`src/design/rbst_pkg.sv`:
```
// shared types and constants of the ring block sync tracker
// no dependencies; used by rbst_div and ring_block_sync_tracker_top
`timescale 1ns / 1ps

package rbst_pkg;

    localparam int STG_IDX_W  = 4;
    localparam int MAIN_IDX_W = 8;
    localparam int PEND_W     = 5;
    localparam int BB_W       = 12;
    localparam int SB_W       = 5;
    localparam int RB_W       = 9;
    localparam int POS_W      = 15;
    localparam int BYTE_W     = 16;
    localparam int CFG_IDX_W  = 8;
    localparam int CFG_DATA_W = 12;

    localparam logic [BB_W-1:0] MIN_BLOCK_BYTES    = 12'd32;
    localparam logic [BB_W-1:0] MAX_BLOCK_BYTES    = 12'd2048;
    localparam logic [SB_W-1:0] MAX_STAGING_BLOCKS = 5'd16;
    localparam logic [RB_W-1:0] MAX_MAIN_BLOCKS    = 9'd256;

    localparam logic [BB_W-1:0] RST_BLOCK_BYTES    = 12'd1024;
    localparam logic [SB_W-1:0] RST_STAGING_BLOCKS = 5'd2;
    localparam logic [RB_W-1:0] RST_RING_BLOCKS    = 9'd2;

    localparam logic [CFG_IDX_W-1:0] CFG_BLOCK_BYTES    = 8'd0;
    localparam logic [CFG_IDX_W-1:0] CFG_STAGING_BLOCKS = 8'd1;
    localparam logic [CFG_IDX_W-1:0] CFG_RING_BLOCKS    = 8'd2;
    localparam logic [CFG_IDX_W-1:0] CFG_DIRECTION      = 8'd3;

    localparam logic OP_START = 1'b0;
    localparam logic OP_EVENT = 1'b1;

    typedef struct packed {
        logic              start;
        logic [BYTE_W-1:0] dividend;
        logic [BB_W-1:0]   divisor;
    } t_div_req;

    typedef struct packed {
        logic              done;
        logic [BYTE_W-1:0] quotient;
    } t_div_rsp;

endpackage

```
`src/design/ring_block_sync_tracker_top.sv`:
```
// ring block sync tracker: turns dma period events into block copy commands
// sequence: address set-up on every event, a divider pass for the staging index on a hit and
// a second one for the copy count on a capture hit, then one copy command per cycle while accepted
// input: one item at a time, taken only while idle; a start item clears indices and pending count
// reset: synchronous active low, clears indices and pending count, restores register defaults
// depends on rbst_pkg and rbst_div
`timescale 1ns / 1ps

module ring_block_sync_tracker_top (
    input  logic        i_clk,
    input  logic        i_rst_n,
    input  logic        i_s_axis_tvalid,
    output logic        o_s_axis_tready,
    input  logic [15:0] i_s_axis_tdata,   // dma_offset[14:0], zero pad
    input  logic        i_s_axis_tuser,   // operation
    output logic        o_m_axis_tvalid,
    input  logic        i_m_axis_tready,
    output logic [15:0] o_m_axis_tdata,   // staging_block[3:0], main_block[11:4], zero pad
    output logic        o_m_axis_tlast,
    input  logic                               i_cfg_valid,
    output logic                               o_cfg_ready,
    input  logic [rbst_pkg::CFG_IDX_W-1:0]     i_cfg_index,
    input  logic [rbst_pkg::CFG_DATA_W-1:0]    i_cfg_data
);

    typedef enum logic [3:0] {
        ST_IDLE,
        ST_MUL_TOT,
        ST_MUL_FROM,
        ST_MUL_LEN,
        ST_REG1,
        ST_REG2,
        ST_DIV_POS,
        ST_WAIT_POS,
        ST_DIV_LEFT,
        ST_WAIT_LEFT,
        ST_CHECK,
        ST_EMIT
    } t_state;

    localparam int SI_W = rbst_pkg::STG_IDX_W;
    localparam int MI_W = rbst_pkg::MAIN_IDX_W;
    localparam int PW   = rbst_pkg::PEND_W;
    localparam int BW   = rbst_pkg::BYTE_W;
    localparam int MULW = rbst_pkg::SB_W + rbst_pkg::BB_W;

    t_state                       r_state;
    logic [rbst_pkg::BB_W-1:0]    r_cfg_bb;
    logic [rbst_pkg::SB_W-1:0]    r_cfg_sb;
    logic [rbst_pkg::RB_W-1:0]    r_cfg_rb;
    logic                         r_cfg_dir;
    logic [SI_W-1:0]              r_si;
    logic [MI_W-1:0]              r_mi;
    logic [PW-1:0]                r_pend;
    logic [rbst_pkg::POS_W-1:0]   r_pos;
    logic [BW-1:0]                r_total;
    logic [BW-1:0]                r_from;
    logic [BW-1:0]                r_len;
    logic [BW-1:0]                r_fend;
    logic [BW-1:0]                r_wrap;
    logic [BW-1:0]                r_left;

    logic [rbst_pkg::BB_W-1:0]    bb;
    logic [rbst_pkg::SB_W-1:0]    sb;
    logic [rbst_pkg::RB_W-1:0]    rb;
    logic [rbst_pkg::SB_W-1:0]    mul_a;
    logic [MULW-1:0]              mul_p;
    logic [BW:0]                  sum_fl;
    logic [BW-1:0]                pos_x;
    logic [BW-1:0]                left_c;
    logic [PW:0]                  pend_inc;
    logic [SI_W:0]                si_inc;
    logic [MI_W:0]                mi_inc;
    logic [BW:0]                  q_inc;
    logic                         s_acc;
    logic                         m_acc;
    rbst_pkg::t_div_req           div_req;
    rbst_pkg::t_div_rsp           div_rsp;

    always_comb begin
        if (r_cfg_bb < rbst_pkg::MIN_BLOCK_BYTES) begin
            bb = rbst_pkg::MIN_BLOCK_BYTES;
        end else if (r_cfg_bb > rbst_pkg::MAX_BLOCK_BYTES) begin
            bb = rbst_pkg::MAX_BLOCK_BYTES;
        end else begin
            bb = r_cfg_bb;
        end
        if (r_cfg_sb == '0) begin
            sb = rbst_pkg::SB_W'(1);
        end else if (r_cfg_sb > rbst_pkg::MAX_STAGING_BLOCKS) begin
            sb = rbst_pkg::MAX_STAGING_BLOCKS;
        end else begin
            sb = r_cfg_sb;
        end
        if (r_cfg_rb == '0) begin
            rb = rbst_pkg::RB_W'(1);
        end else if (r_cfg_rb > rbst_pkg::MAX_MAIN_BLOCKS) begin
            rb = rbst_pkg::MAX_MAIN_BLOCKS;
        end else begin
            rb = r_cfg_rb;
        end
    end

    // shared multiplier for ring size, region start and region length
    always_comb begin
        case (r_state)
            ST_MUL_TOT:  mul_a = sb;
            ST_MUL_FROM: mul_a = {1'b0, r_si};
            ST_MUL_LEN:  mul_a = r_pend;
            default:     mul_a = '0;
        endcase
        mul_p = mul_a * bb;
    end

    always_comb begin
        sum_fl = {1'b0, r_from} + {1'b0, r_len};
        pos_x  = {1'b0, r_pos};
        if (pos_x >= r_from && pos_x < r_fend) begin
            left_c = BW'(r_fend - pos_x + r_wrap);
        end else if (pos_x < r_wrap) begin
            left_c = r_wrap - pos_x;
        end else begin
            left_c = '0;
        end
        pend_inc = {1'b0, r_pend} + 1'b1;
        si_inc   = {1'b0, r_si} + 1'b1;
        mi_inc   = {1'b0, r_mi} + 1'b1;
        q_inc    = {1'b0, div_rsp.quotient} + 1'b1;
    end

    always_comb begin
        div_req.start    = (r_state == ST_DIV_POS) || (r_state == ST_DIV_LEFT);
        div_req.dividend = (r_state == ST_DIV_LEFT) ? r_left : pos_x;
        div_req.divisor  = bb;
    end

    rbst_div u_div (
        .i_clk   (i_clk),
        .i_rst_n (i_rst_n),
        .i_req   (div_req),
        .o_rsp   (div_rsp)
    );

    assign s_acc = i_s_axis_tvalid && o_s_axis_tready;
    assign m_acc = o_m_axis_tvalid && i_m_axis_tready;

    always_ff @(posedge i_clk) begin
        if (!i_rst_n) begin
            r_state   <= ST_IDLE;
            r_cfg_bb  <= rbst_pkg::RST_BLOCK_BYTES;
            r_cfg_sb  <= rbst_pkg::RST_STAGING_BLOCKS;
            r_cfg_rb  <= rbst_pkg::RST_RING_BLOCKS;
            r_cfg_dir <= 1'b0;
            r_si      <= '0;
            r_mi      <= '0;
            r_pend    <= '0;
        end else begin
            if (i_cfg_valid) begin
                case (i_cfg_index)
                    rbst_pkg::CFG_BLOCK_BYTES:    r_cfg_bb  <= i_cfg_data[rbst_pkg::BB_W-1:0];
                    rbst_pkg::CFG_STAGING_BLOCKS: r_cfg_sb  <= i_cfg_data[rbst_pkg::SB_W-1:0];
                    rbst_pkg::CFG_RING_BLOCKS:    r_cfg_rb  <= i_cfg_data[rbst_pkg::RB_W-1:0];
                    rbst_pkg::CFG_DIRECTION:      r_cfg_dir <= i_cfg_data[0];
                    default: ;
                endcase
            end
            case (r_state)
                ST_IDLE: begin
                    if (s_acc) begin
                        if (i_s_axis_tuser == rbst_pkg::OP_START) begin
                            r_si   <= '0;
                            r_mi   <= '0;
                            r_pend <= '0;
                        end else begin
                            r_pos <= i_s_axis_tdata[rbst_pkg::POS_W-1:0];
                            if ({1'b0, r_si} >= sb) begin
                                r_si <= '0;
                            end
                            if ({1'b0, r_mi} >= rb) begin
                                r_mi <= '0;
                            end
                            r_pend  <= (pend_inc > {1'b0, sb}) ? sb : pend_inc[PW-1:0];
                            r_state <= ST_MUL_TOT;
                        end
                    end
                end
                ST_MUL_TOT: begin
                    r_total <= mul_p[BW-1:0];
                    r_state <= ST_MUL_FROM;
                end
                ST_MUL_FROM: begin
                    r_from  <= mul_p[BW-1:0];
                    r_state <= ST_MUL_LEN;
                end
                ST_MUL_LEN: begin
                    r_len   <= mul_p[BW-1:0];
                    r_state <= ST_REG1;
                end
                ST_REG1: begin
                    if (sum_fl > {1'b0, r_total}) begin
                        r_fend <= r_total;
                        r_wrap <= BW'(sum_fl - {1'b0, r_total});
                    end else begin
                        r_fend <= sum_fl[BW-1:0];
                        r_wrap <= '0;
                    end
                    r_state <= ST_REG2;
                end
                ST_REG2: begin
                    r_left  <= left_c;
                    r_state <= (left_c != '0) ? ST_DIV_POS : ST_CHECK;
                end
                ST_DIV_POS: begin
                    r_state <= ST_WAIT_POS;
                end
                ST_WAIT_POS: begin
                    if (div_rsp.done) begin
                        r_si    <= (q_inc >= {{(BW + 1 - rbst_pkg::SB_W){1'b0}}, sb})
                                   ? '0 : q_inc[SI_W-1:0];
                        r_state <= r_cfg_dir ? ST_DIV_LEFT : ST_CHECK;
                    end
                end
                ST_DIV_LEFT: begin
                    r_state <= ST_WAIT_LEFT;
                end
                ST_WAIT_LEFT: begin
                    if (div_rsp.done) begin
                        r_pend  <= div_rsp.quotient[PW-1:0];
                        r_state <= ST_CHECK;
                    end
                end
                ST_CHECK: begin
                    r_state <= (r_pend == '0) ? ST_IDLE : ST_EMIT;
                end
                ST_EMIT: begin
                    if (m_acc) begin
                        r_si   <= (si_inc >= sb) ? '0 : si_inc[SI_W-1:0];
                        r_mi   <= (mi_inc >= rb) ? '0 : mi_inc[MI_W-1:0];
                        r_pend <= r_pend - 1'b1;
                        if (r_pend == PW'(1)) begin
                            r_state <= ST_IDLE;
                        end
                    end
                end
                default: r_state <= ST_IDLE;
            endcase
        end
    end

    assign o_s_axis_tready = (r_state == ST_IDLE);
    assign o_cfg_ready     = 1'b1;
    assign o_m_axis_tvalid = (r_state == ST_EMIT);
    assign o_m_axis_tdata  = {4'd0, r_mi, r_si};
    assign o_m_axis_tlast  = (r_pend == PW'(1));

`ifndef SYNTHESIS
    a_stg_in_range: assert property (@(posedge i_clk) disable iff (!i_rst_n)
        o_m_axis_tvalid |-> ({1'b0, r_si} < sb)) else $error("staging index beyond ring");
    a_main_in_range: assert property (@(posedge i_clk) disable iff (!i_rst_n)
        o_m_axis_tvalid |-> ({1'b0, r_mi} < rb)) else $error("main index beyond ring");
    a_emit_count: assert property (@(posedge i_clk) disable iff (!i_rst_n)
        o_m_axis_tvalid |-> (r_pend != '0 && r_pend <= sb)) else $error("bad copy count");
    a_one_side: assert property (@(posedge i_clk) disable iff (!i_rst_n)
        !(o_s_axis_tready && o_m_axis_tvalid)) else $error("input taken during copy run");
    a_idle_clear: assert property (@(posedge i_clk) disable iff (!i_rst_n)
        (m_acc && o_m_axis_tlast) |=> (r_pend == '0 && o_s_axis_tready))
        else $error("pending count left after last copy");
`endif

endmodule

```
`src/design/rbst_div.sv`:
```
// restoring divider, one quotient bit per cycle
// depends on rbst_pkg for widths and the request/response structs
`timescale 1ns / 1ps

module rbst_div (
    input  logic              i_clk,
    input  logic              i_rst_n,
    input  rbst_pkg::t_div_req i_req,
    output rbst_pkg::t_div_rsp o_rsp
);

    localparam int CNT_W = $clog2(rbst_pkg::BYTE_W + 1);

    logic                         r_busy;
    logic                         r_done;
    logic [CNT_W-1:0]             r_cnt;
    logic [rbst_pkg::BB_W-1:0]    r_rem;
    logic [rbst_pkg::BB_W-1:0]    r_dvs;
    logic [rbst_pkg::BYTE_W-1:0]  r_quo;

    logic [rbst_pkg::BB_W:0]      trial;
    logic                         take;

    always_comb begin
        trial = {r_rem, r_quo[rbst_pkg::BYTE_W-1]};
        take  = (trial >= {1'b0, r_dvs});
    end

    always_ff @(posedge i_clk) begin
        if (!i_rst_n) begin
            r_busy <= 1'b0;
            r_done <= 1'b0;
            r_cnt  <= '0;
        end else begin
            r_done <= 1'b0;
            if (i_req.start) begin
                r_busy <= 1'b1;
                r_cnt  <= CNT_W'(rbst_pkg::BYTE_W);
                r_rem  <= '0;
                r_dvs  <= i_req.divisor;
                r_quo  <= i_req.dividend;
            end else if (r_busy) begin
                r_rem <= take ? rbst_pkg::BB_W'(trial - {1'b0, r_dvs})
                              : trial[rbst_pkg::BB_W-1:0];
                r_quo <= {r_quo[rbst_pkg::BYTE_W-2:0], take};
                r_cnt <= r_cnt - 1'b1;
                if (r_cnt == CNT_W'(1)) begin
                    r_busy <= 1'b0;
                    r_done <= 1'b1;
                end
            end
        end
    end

    assign o_rsp.done     = r_done;
    assign o_rsp.quotient = r_quo;

`ifndef SYNTHESIS
    a_done_after_busy: assert property (@(posedge i_clk) disable iff (!i_rst_n)
        r_done |-> $past(r_busy)) else $error("divider done without a running division");
    a_idle_count: assert property (@(posedge i_clk) disable iff (!i_rst_n)
        !r_busy |=> (r_busy || r_cnt == '0)) else $error("divider count left over");
    a_busy_count: assert property (@(posedge i_clk) disable iff (!i_rst_n)
        r_busy |-> r_cnt != '0) else $error("divider running with zero count");
`endif

endmodule
```
`config.mk`:
```
export PLATFORM = sky130hd
export DESIGN_NAME = ring_block_sync_tracker_top
export DESIGN_NICKNAME = d
export VERILOG_FILES = /design/src/design/rbst_pkg.sv /design/src/design/ring_block_sync_tracker_top.sv /design/src/design/rbst_div.sv
export SDC_FILE = /design/constraint.sdc
export NUM_CORES = 1
export LEC_CHECK = 0
export BUFFER_PORTS_ARGS = -buffer_cell sky130_fd_sc_hd__buf_4
export CAP_MARGIN = 10
export CORE_MARGIN = 1
export CORE_UTILIZATION = 27
export DETAILED_ROUTE_END_ITERATION = 12
export SYNTH_ARGS = -nofsm -noshare
export SYNTH_HDL_FRONTEND = slang
export SYNTH_SLANG_ARGS = --single-unit
export TNS_END_PERCENT = 5
```
`constraint.sdc`:
```
create_clock -name i_clk -period 5.11 [get_ports i_clk]
set_clock_uncertainty 0.15 [all_clocks]
set_input_delay 0.511 -clock i_clk [delete_from_list [all_inputs] [get_ports i_clk]]
set_output_delay 0.511 -clock i_clk [all_outputs]
set_load 0.05 [all_outputs]
```
==> qor.csv, run 1 <==
metric,value,unit
grt_pass1_vias,12450,
seq_area_frac_synth,35.14,%
cap_violations,0,
grt_pass1_wl,65710,um
root_buffer,clkbuf_16,
hold-path-cell-count,1,
worstSetupStartpointType,register,
synth-main-ff-cell,edfxtp_1,
crit_type,register to register,
cp.required,5230,ps
drv_slew,0,
clk_latency,530,ps
initial_core_util,27.58,%
cts_made_buffers,25,
use_met3,1.495,%
power_density,214.0,nW/um^2
synth_edf_count,151,
drtAntennaViolNets,0,
io_pins,62,
hold-worst-slack,29.67,ps
syn2layout_area_growth,17.64,%
grtUsageMet2,23.07,%
antenna_found_initial,2,
layout_common_cells,"inv_1 (201), ha_1 (180), nor2_1 (179)",
outcome,"complete, no violations",
hp-class,primary input to register,
hold_violations,0,
cts.reportedPaths.clkPinSlew,60,ps
crit_fanout,4,
route.detailed.drc,0,
synth_top_area_cell,edfxtp_1,
place.gp.congestion,0.9372,
use_met1,18.23,%
syn_inst,1683,
synthArstFlopShare,0,%
fin_crit_sh,97.08,%
grt_max_degree,33,
grt-ovfl-total,0,
routed_wirelength,41180,um
cts_tree,yes,
syn_area_per_cell,9.529,um^2
finish.utilization,32.45,%
port_buffers,55,
p_leak,8.084,nW
peakVddDrop,0.2320,mV
design.core.area,58140,um^2
firstDrtPassIters,5,
grt_use_total,13.50,%
rsz0062_at_grt,true,
maxSlewHeadroom,28.67,%
avgRoutedWirePerCell,15.93,um
cts.path.max_buffers,3,
dieWidth,245.7,um
yosys_warnings,0,
fin_crit,4961,ps
viasPerCell,4.787,
die-area,60370,um^2
cts.sinks,206,
drive_gt1_share,13.57,%
synthDistinctLibCells,87,
synth.area.top_cells,"edfxtp_1 (28%), ha_1 (14%), dfxtp_1 (6.9%), fa_1 (6.0%), inv_1 (4.8%)",
dp_hpwl,32660,um
drt_iter0_drc,721,
top_usage_layer,met2,
layout_commonest_cell,inv_1,
worstRegToRegCells,21,
cts.htree.levels,1,
finalNetCount,2076,
arrival,5080,ps
yosys.area.top_type_share,28.27,%
clock.fmax,201.6,MHz
crit_path_end_kind,register,
setup_viol,0,
route.vias.total,12370,
tightest_slew,1070,ps
placementRows,88,
fp.dieH,245.7,um
antenna_cells,0,
ys_ff_latch,206,
syn_area,16040,um^2
per-stage QoR:
step | setup TNS, ps | area [um^2] | cells | setup WS (ps) | power (mW)
after floorplan | 0 | 16050 | 1686 | 54.06 | 2.234
after global placement | -36.07 | 17710 | 2522 | -9.308 | 2.380
after detailed placement | -890.1 | 17710 | 2522 | -142.5 | 2.390
after CTS | 0 | 18590 | 2579 | 29.60 | 4.068
after global routing | -752.1 | 18870 | 2585 | -66.25 | 4.195
final | 0 | 18870 | 2585 | 149.1 | 4.037
cells in the mapped netlist (7+ instances only):
| master | number |
|---|---|
| nand3_1 | 37 |
| nor2b_1 | 31 |
| nor2_1 | 186 |
| mux2i_1 | 59 |
| dfxtp_1 | 55 |
| a22o_1 | 7 |
| a21o_1 | 24 |
| xor2_1 | 38 |
| fa_1 | 48 |
| edfxtp_1 | 151 |
| o21bai_1 | 11 |
| and2_1 | 8 |
| clkbuf_1 | 30 |
| o31ai_1 | 13 |
| ha_1 | 185 |
| nor3_1 | 21 |
| o21a_1 | 23 |
| nand2_1 | 117 |
| nand2b_1 | 16 |
| mux2_1 | 15 |
| nor4_1 | 10 |
| inv_1 | 205 |
| a31oi_1 | 7 |
| nand4_1 | 14 |
| xnor2_1 | 56 |
| and3_1 | 10 |
| a21oi_1 | 86 |
| a211oi_1 | 22 |
| buf_4 | 8 |
| o21ai_0 | 68 |
critical path: stages, from the launching register on:
cell      delay, ps
dfxtp_2         320
or4_4           540
nor3_4          250
nor2_4           80
nand2_2          90
inv_2            50
nand3_2          70
fa_1            440
fa_1            500
fa_1            540
inv_2            50
ha_4            220
a21o_1          160
a21oi_2         150
o21bai_1        110
a21oi_2         170
o21bai_1        100
a21oi_2         170
nor2b_2          60
o21ai_2         180
nor2b_4         190
xnor2_2          90
power breakdown:
part | internal (mW) | switching [mW]
logic | 0.219 | 0.315
clock network | 0.951 | 0.711
registers | 1.81 | 0.0296
total | 2.98 | 1.05
what timing repair did:
action | in CTS | in global routing
pin swaps | 4 | 20
gates cloned | 0 | 1
hold endpoints to repair | 11 | 0
setup buffers | 0 | 5
hold buffers | 11 | 0
resized for setup | 4 | 54
endpoints found under the setup margin | 10 | 27
area by class of cell:
cell class / count / area (um^2)
Fill cell: 5921 / 39270
Multi-Input combinational cell: 1228 / 9682
Sequential cell: 206 / 5637
Timing Repair Buffer: 132 / 1049
Tap cell: 765 / 957.2
Inverter: 208 / 780.7
Clock buffer: 29 / 640.6
Clock inverter: 17 / 120.1
layer usage:
metal  wire, um  vias up
li1           -     6115
met1      19640     5960
met2      19460      251
met3       1356       48
met4        730        0
met5          0        -
registers in the layout (all words and copies together) (netlist names):
| register | count |
|---|---|
| r_wrap | 16 |
| r_cfg_sb | 5 |
| u_div.r_dvs | 12 |
| r_total | 16 |
| r_left | 16 |
| r_cfg_dir | 1 |
| r_si | 4 |
| r_mi | 8 |
| u_div.r_done | 1 |
| u_div.r_cnt | 5 |
| u_div.r_quo | 16 |
| r_pend | 5 |
| r_cfg_bb | 12 |
| r_from | 16 |
| r_fend | 16 |
| r_len | 16 |
| r_cfg_rb | 9 |
| r_pos | 15 |
| u_div.r_rem | 12 |
| r_state | 4 |
| u_div.r_busy | 1 |
cell families after synthesis:
kind of cell	Yosys count	synth area share, %
buf+inv	252	6.148
compound gates	335	14.14
fa+ha+maj	233	20.43
mux	75	4.806
other cells	2	0.04683
simple gates	486	14.16
flops	206	35.14
xor+xnor	94	5.134
path summary, 6_finish.rpt:
path | startpoint | end | slack, ps
worst max register to register | r_cfg_bb[10] | r_from[12] | 150
worst min-delay path | i_s_axis_tdata[4] | r_pos[4] | 30
worst max-delay path | r_cfg_bb[10] | r_from[12] | 150
worst min register to register | r_cfg_rb[1] | r_cfg_rb[1] | 380
Note: power is estimated with default switching activity, not from simulation.
==> run 2: changes to the inputs <==
CORE_MARGIN = 2   (was 1)
CORE_UTILIZATION = 40   (was 27)
==> run 2 against run 1 <==
  * Critical path depth is 2 lower
  * Register-to-register slack better by 70 ps
  * Highest routed layer unchanged
  * Design area is 0.22% lower
  * Combinational power hardly changed
==> qor.csv, run 2 (synthesis results as in run 1) <==
metric,value,unit,change
routed_wirelength,40300,um,-2.2%
grt_pass1_wl,63410,um,-3.5%
clk_latency,540,ps,about the same
seqCellArea,5638,um^2,about the same
hold_violations,0,,unchanged
r2r_slack,220,ps,+70 ps
layout_commonest_cell,inv_1,,
place_inst,2280,,-9.6%
cp.required,5240,ps,about the same
syn2layout_area_growth,17.38,%,
port_buffers,55,,unchanged
layout_common_cells,"inv_1 (201), ha_1 (178), nor2_1 (176)",,
arrival,5020,ps,-60 ps
firstDrtPassIters,5,,unchanged
clock.fmax,204.4,MHz,+1.4%
cpMostUsedCell,fa_1,,
final_cell_count_no_fill,2353,,-9.0%
critical_path.cell_chain,"or4_4, nor3_4, buf_4, buf_4, nand3_2, nand2_4, nand2_8, nor2_2, fa_1, fa_1, fa_1, ha_2, nand3_1, nand2_1, a41oi_2, a21oi_2, a21o_1, a21oi_2, xnor2_2",,
fillers,3718,,-37%
grt-ovfl-total,0,,unchanged
antenna_found_initial,0,,-2
root_buffer,clkbuf_16,,
setup-tns-final,0,ps,unchanged
initial_core_util,40.46,%,+13 points
crit_slowest_cell,fa_1,,
power_density,225.4,nW/um^2,+5.3%
p_leak,8.150,nW,+0.82%
rsz0062_at_grt,true,,
crit_type,register to register,,
dp_hpwl,31650,um,-3.1%
fin_crit,4892,ps,-68.38 ps
antenna_cells,0,,unchanged
worst-path-buf-inv,2,,unchanged
setup_viol,0,,unchanged
drt_iter0_drc,786,,+9.0%
cts.path.max_buffers,3,,unchanged
hp-class,primary input to register,,
drv_slew,0,,unchanged
worstSetupStartpointType,register,,
drtAntennaViolNets,0,,unchanged
cts.sinks,206,,unchanged
cts_tree,yes,,
cap_violations,0,,unchanged
cts_made_buffers,24,,-4.0%
fp.dieH,204.2,um,-17%
maxSlewHeadroom,30.19,%,+1.5 points
crit_path_end_kind,register,,
place.gp.congestion,0.9063,,-3.3%
avgRoutedWirePerCell,17.13,um,+7.5%
route.vias.total,12390,,+0.089%
cts.reportedPaths.clkPinSlew,60,ps,about the same
die-area,41710,um^2,-31%
io_pins,62,,unchanged
fin_crit_sh,95.74,%,-1.3 points
multi_input_area,9738,um^2,+0.58%
drive_gt1_share,14.00,%,+0.43 points
design.core.area,39640,um^2,-32%
cts.htree.levels,1,,unchanged
p_total,4.243,mW,+5.1%
grt_pass1_vias,12130,,-2.5%
grt_use_total,19.21,%,+5.7 points
tightest_slew,1039,ps,-30.80 ps
outcome,"complete, no violations",,
cpLargestDelayFamily,adder cells,,
route.detailed.drc,0,,unchanged
peakVddDrop,0.2129,mV,-8.2%
max_stage_delay,570,ps,+30 ps
finalNetCount,2086,,+0.48%
grt_max_degree,47,,+42%
crit_fanout,4,,unchanged
viasPerCell,5.263,,+10%
placementRows,73,,-17%
dieWidth,204.2,um,-17%
run 2: changes by cell type in the layout (fill, tap and decap cells not counted), sizes merged:
cell / before / now
buf: 120 / 128
bufinv: 1 / 5
clkbuf: 30 / 27
clkinv: 13 / 7
clkinvlp: 3 / 5
dlygate4sd3: 11 / 14
run 2: stage by stage:
stage	hold WS [ps]	utilization (%)	worst slack (ps)	area [um^2]
2_1_floorplan	304.7	-	54.06	16050
3_3_place_gp	328.8	43.91	-112.4	17410
3_5_place_dp	335.8	43.91	-152.4	17410
4_1_cts	2.135	46.64	1.699	18490
5_1_grt	3.837	47.49	-70.01	18820
6_report	22.45	47.49	217.5	18820
run 2: metal layers:
layer  wire, um  up-vias  track usage, %  part of all wire (%)
li1           -     6134               -                     -
met3       1618       79           2.376                   4.0
met5          0        -               0                     0
met2      18850      273           31.95                    47
met4       1537        0           6.781                   3.8
met1      18290     5899           25.75                    45
run 2: path summary, 6_finish.rpt:
| check | from | cells past startpoint | to |
|---|---|---|---|
| max | r_cfg_bb[10] | 19 | r_len[15] |
| min | i_s_axis_tdata[8] | 1 | r_pos[8] |
| max reg2reg | r_cfg_bb[10] | 19 | r_len[15] |
| min reg2reg | u_div.r_cnt[1] | 2 | u_div.r_cnt[1] |
run 2: cell type report:
class	count	share of cell area, %
flip-flops and latches	206	29.95
clock buffers	26	3.343
repair buffers	143	6.115
well taps	525	3.490
clock inverters	17	1.223
inverters	208	4.148
multi-input cells	1228	51.73
run 2: where the power goes:
group	switching [mW]	internal [mW]	leakage [nW]
logic	0.313	0.223	5.88
registers	0.0306	1.81	1.87
clock network	0.717	1.15	0.409
total	1.06	3.18	8.15
run 2: timing repair:
action	4_1_cts	5_1_grt
resized for setup	9	55
pin swaps	5	38
hold endpoints to repair	14	0
setup buffers	6	9
hold buffers	14	0
gates cloned	0	1
endpoints found under the setup margin	9	35
run 2: worst register-to-register path: cells and delay by family, from the launching register on:
family | cells | cell delay [ps]
AOI/OAI and AO/OA | 4 | 660
xor gates and xnor gates | 1 | 110
buffers and inverters | 2 | 240
adders and majority gates | 4 | 1850
and+or+nand+nor | 8 | 1300
DFF | 1 | 320
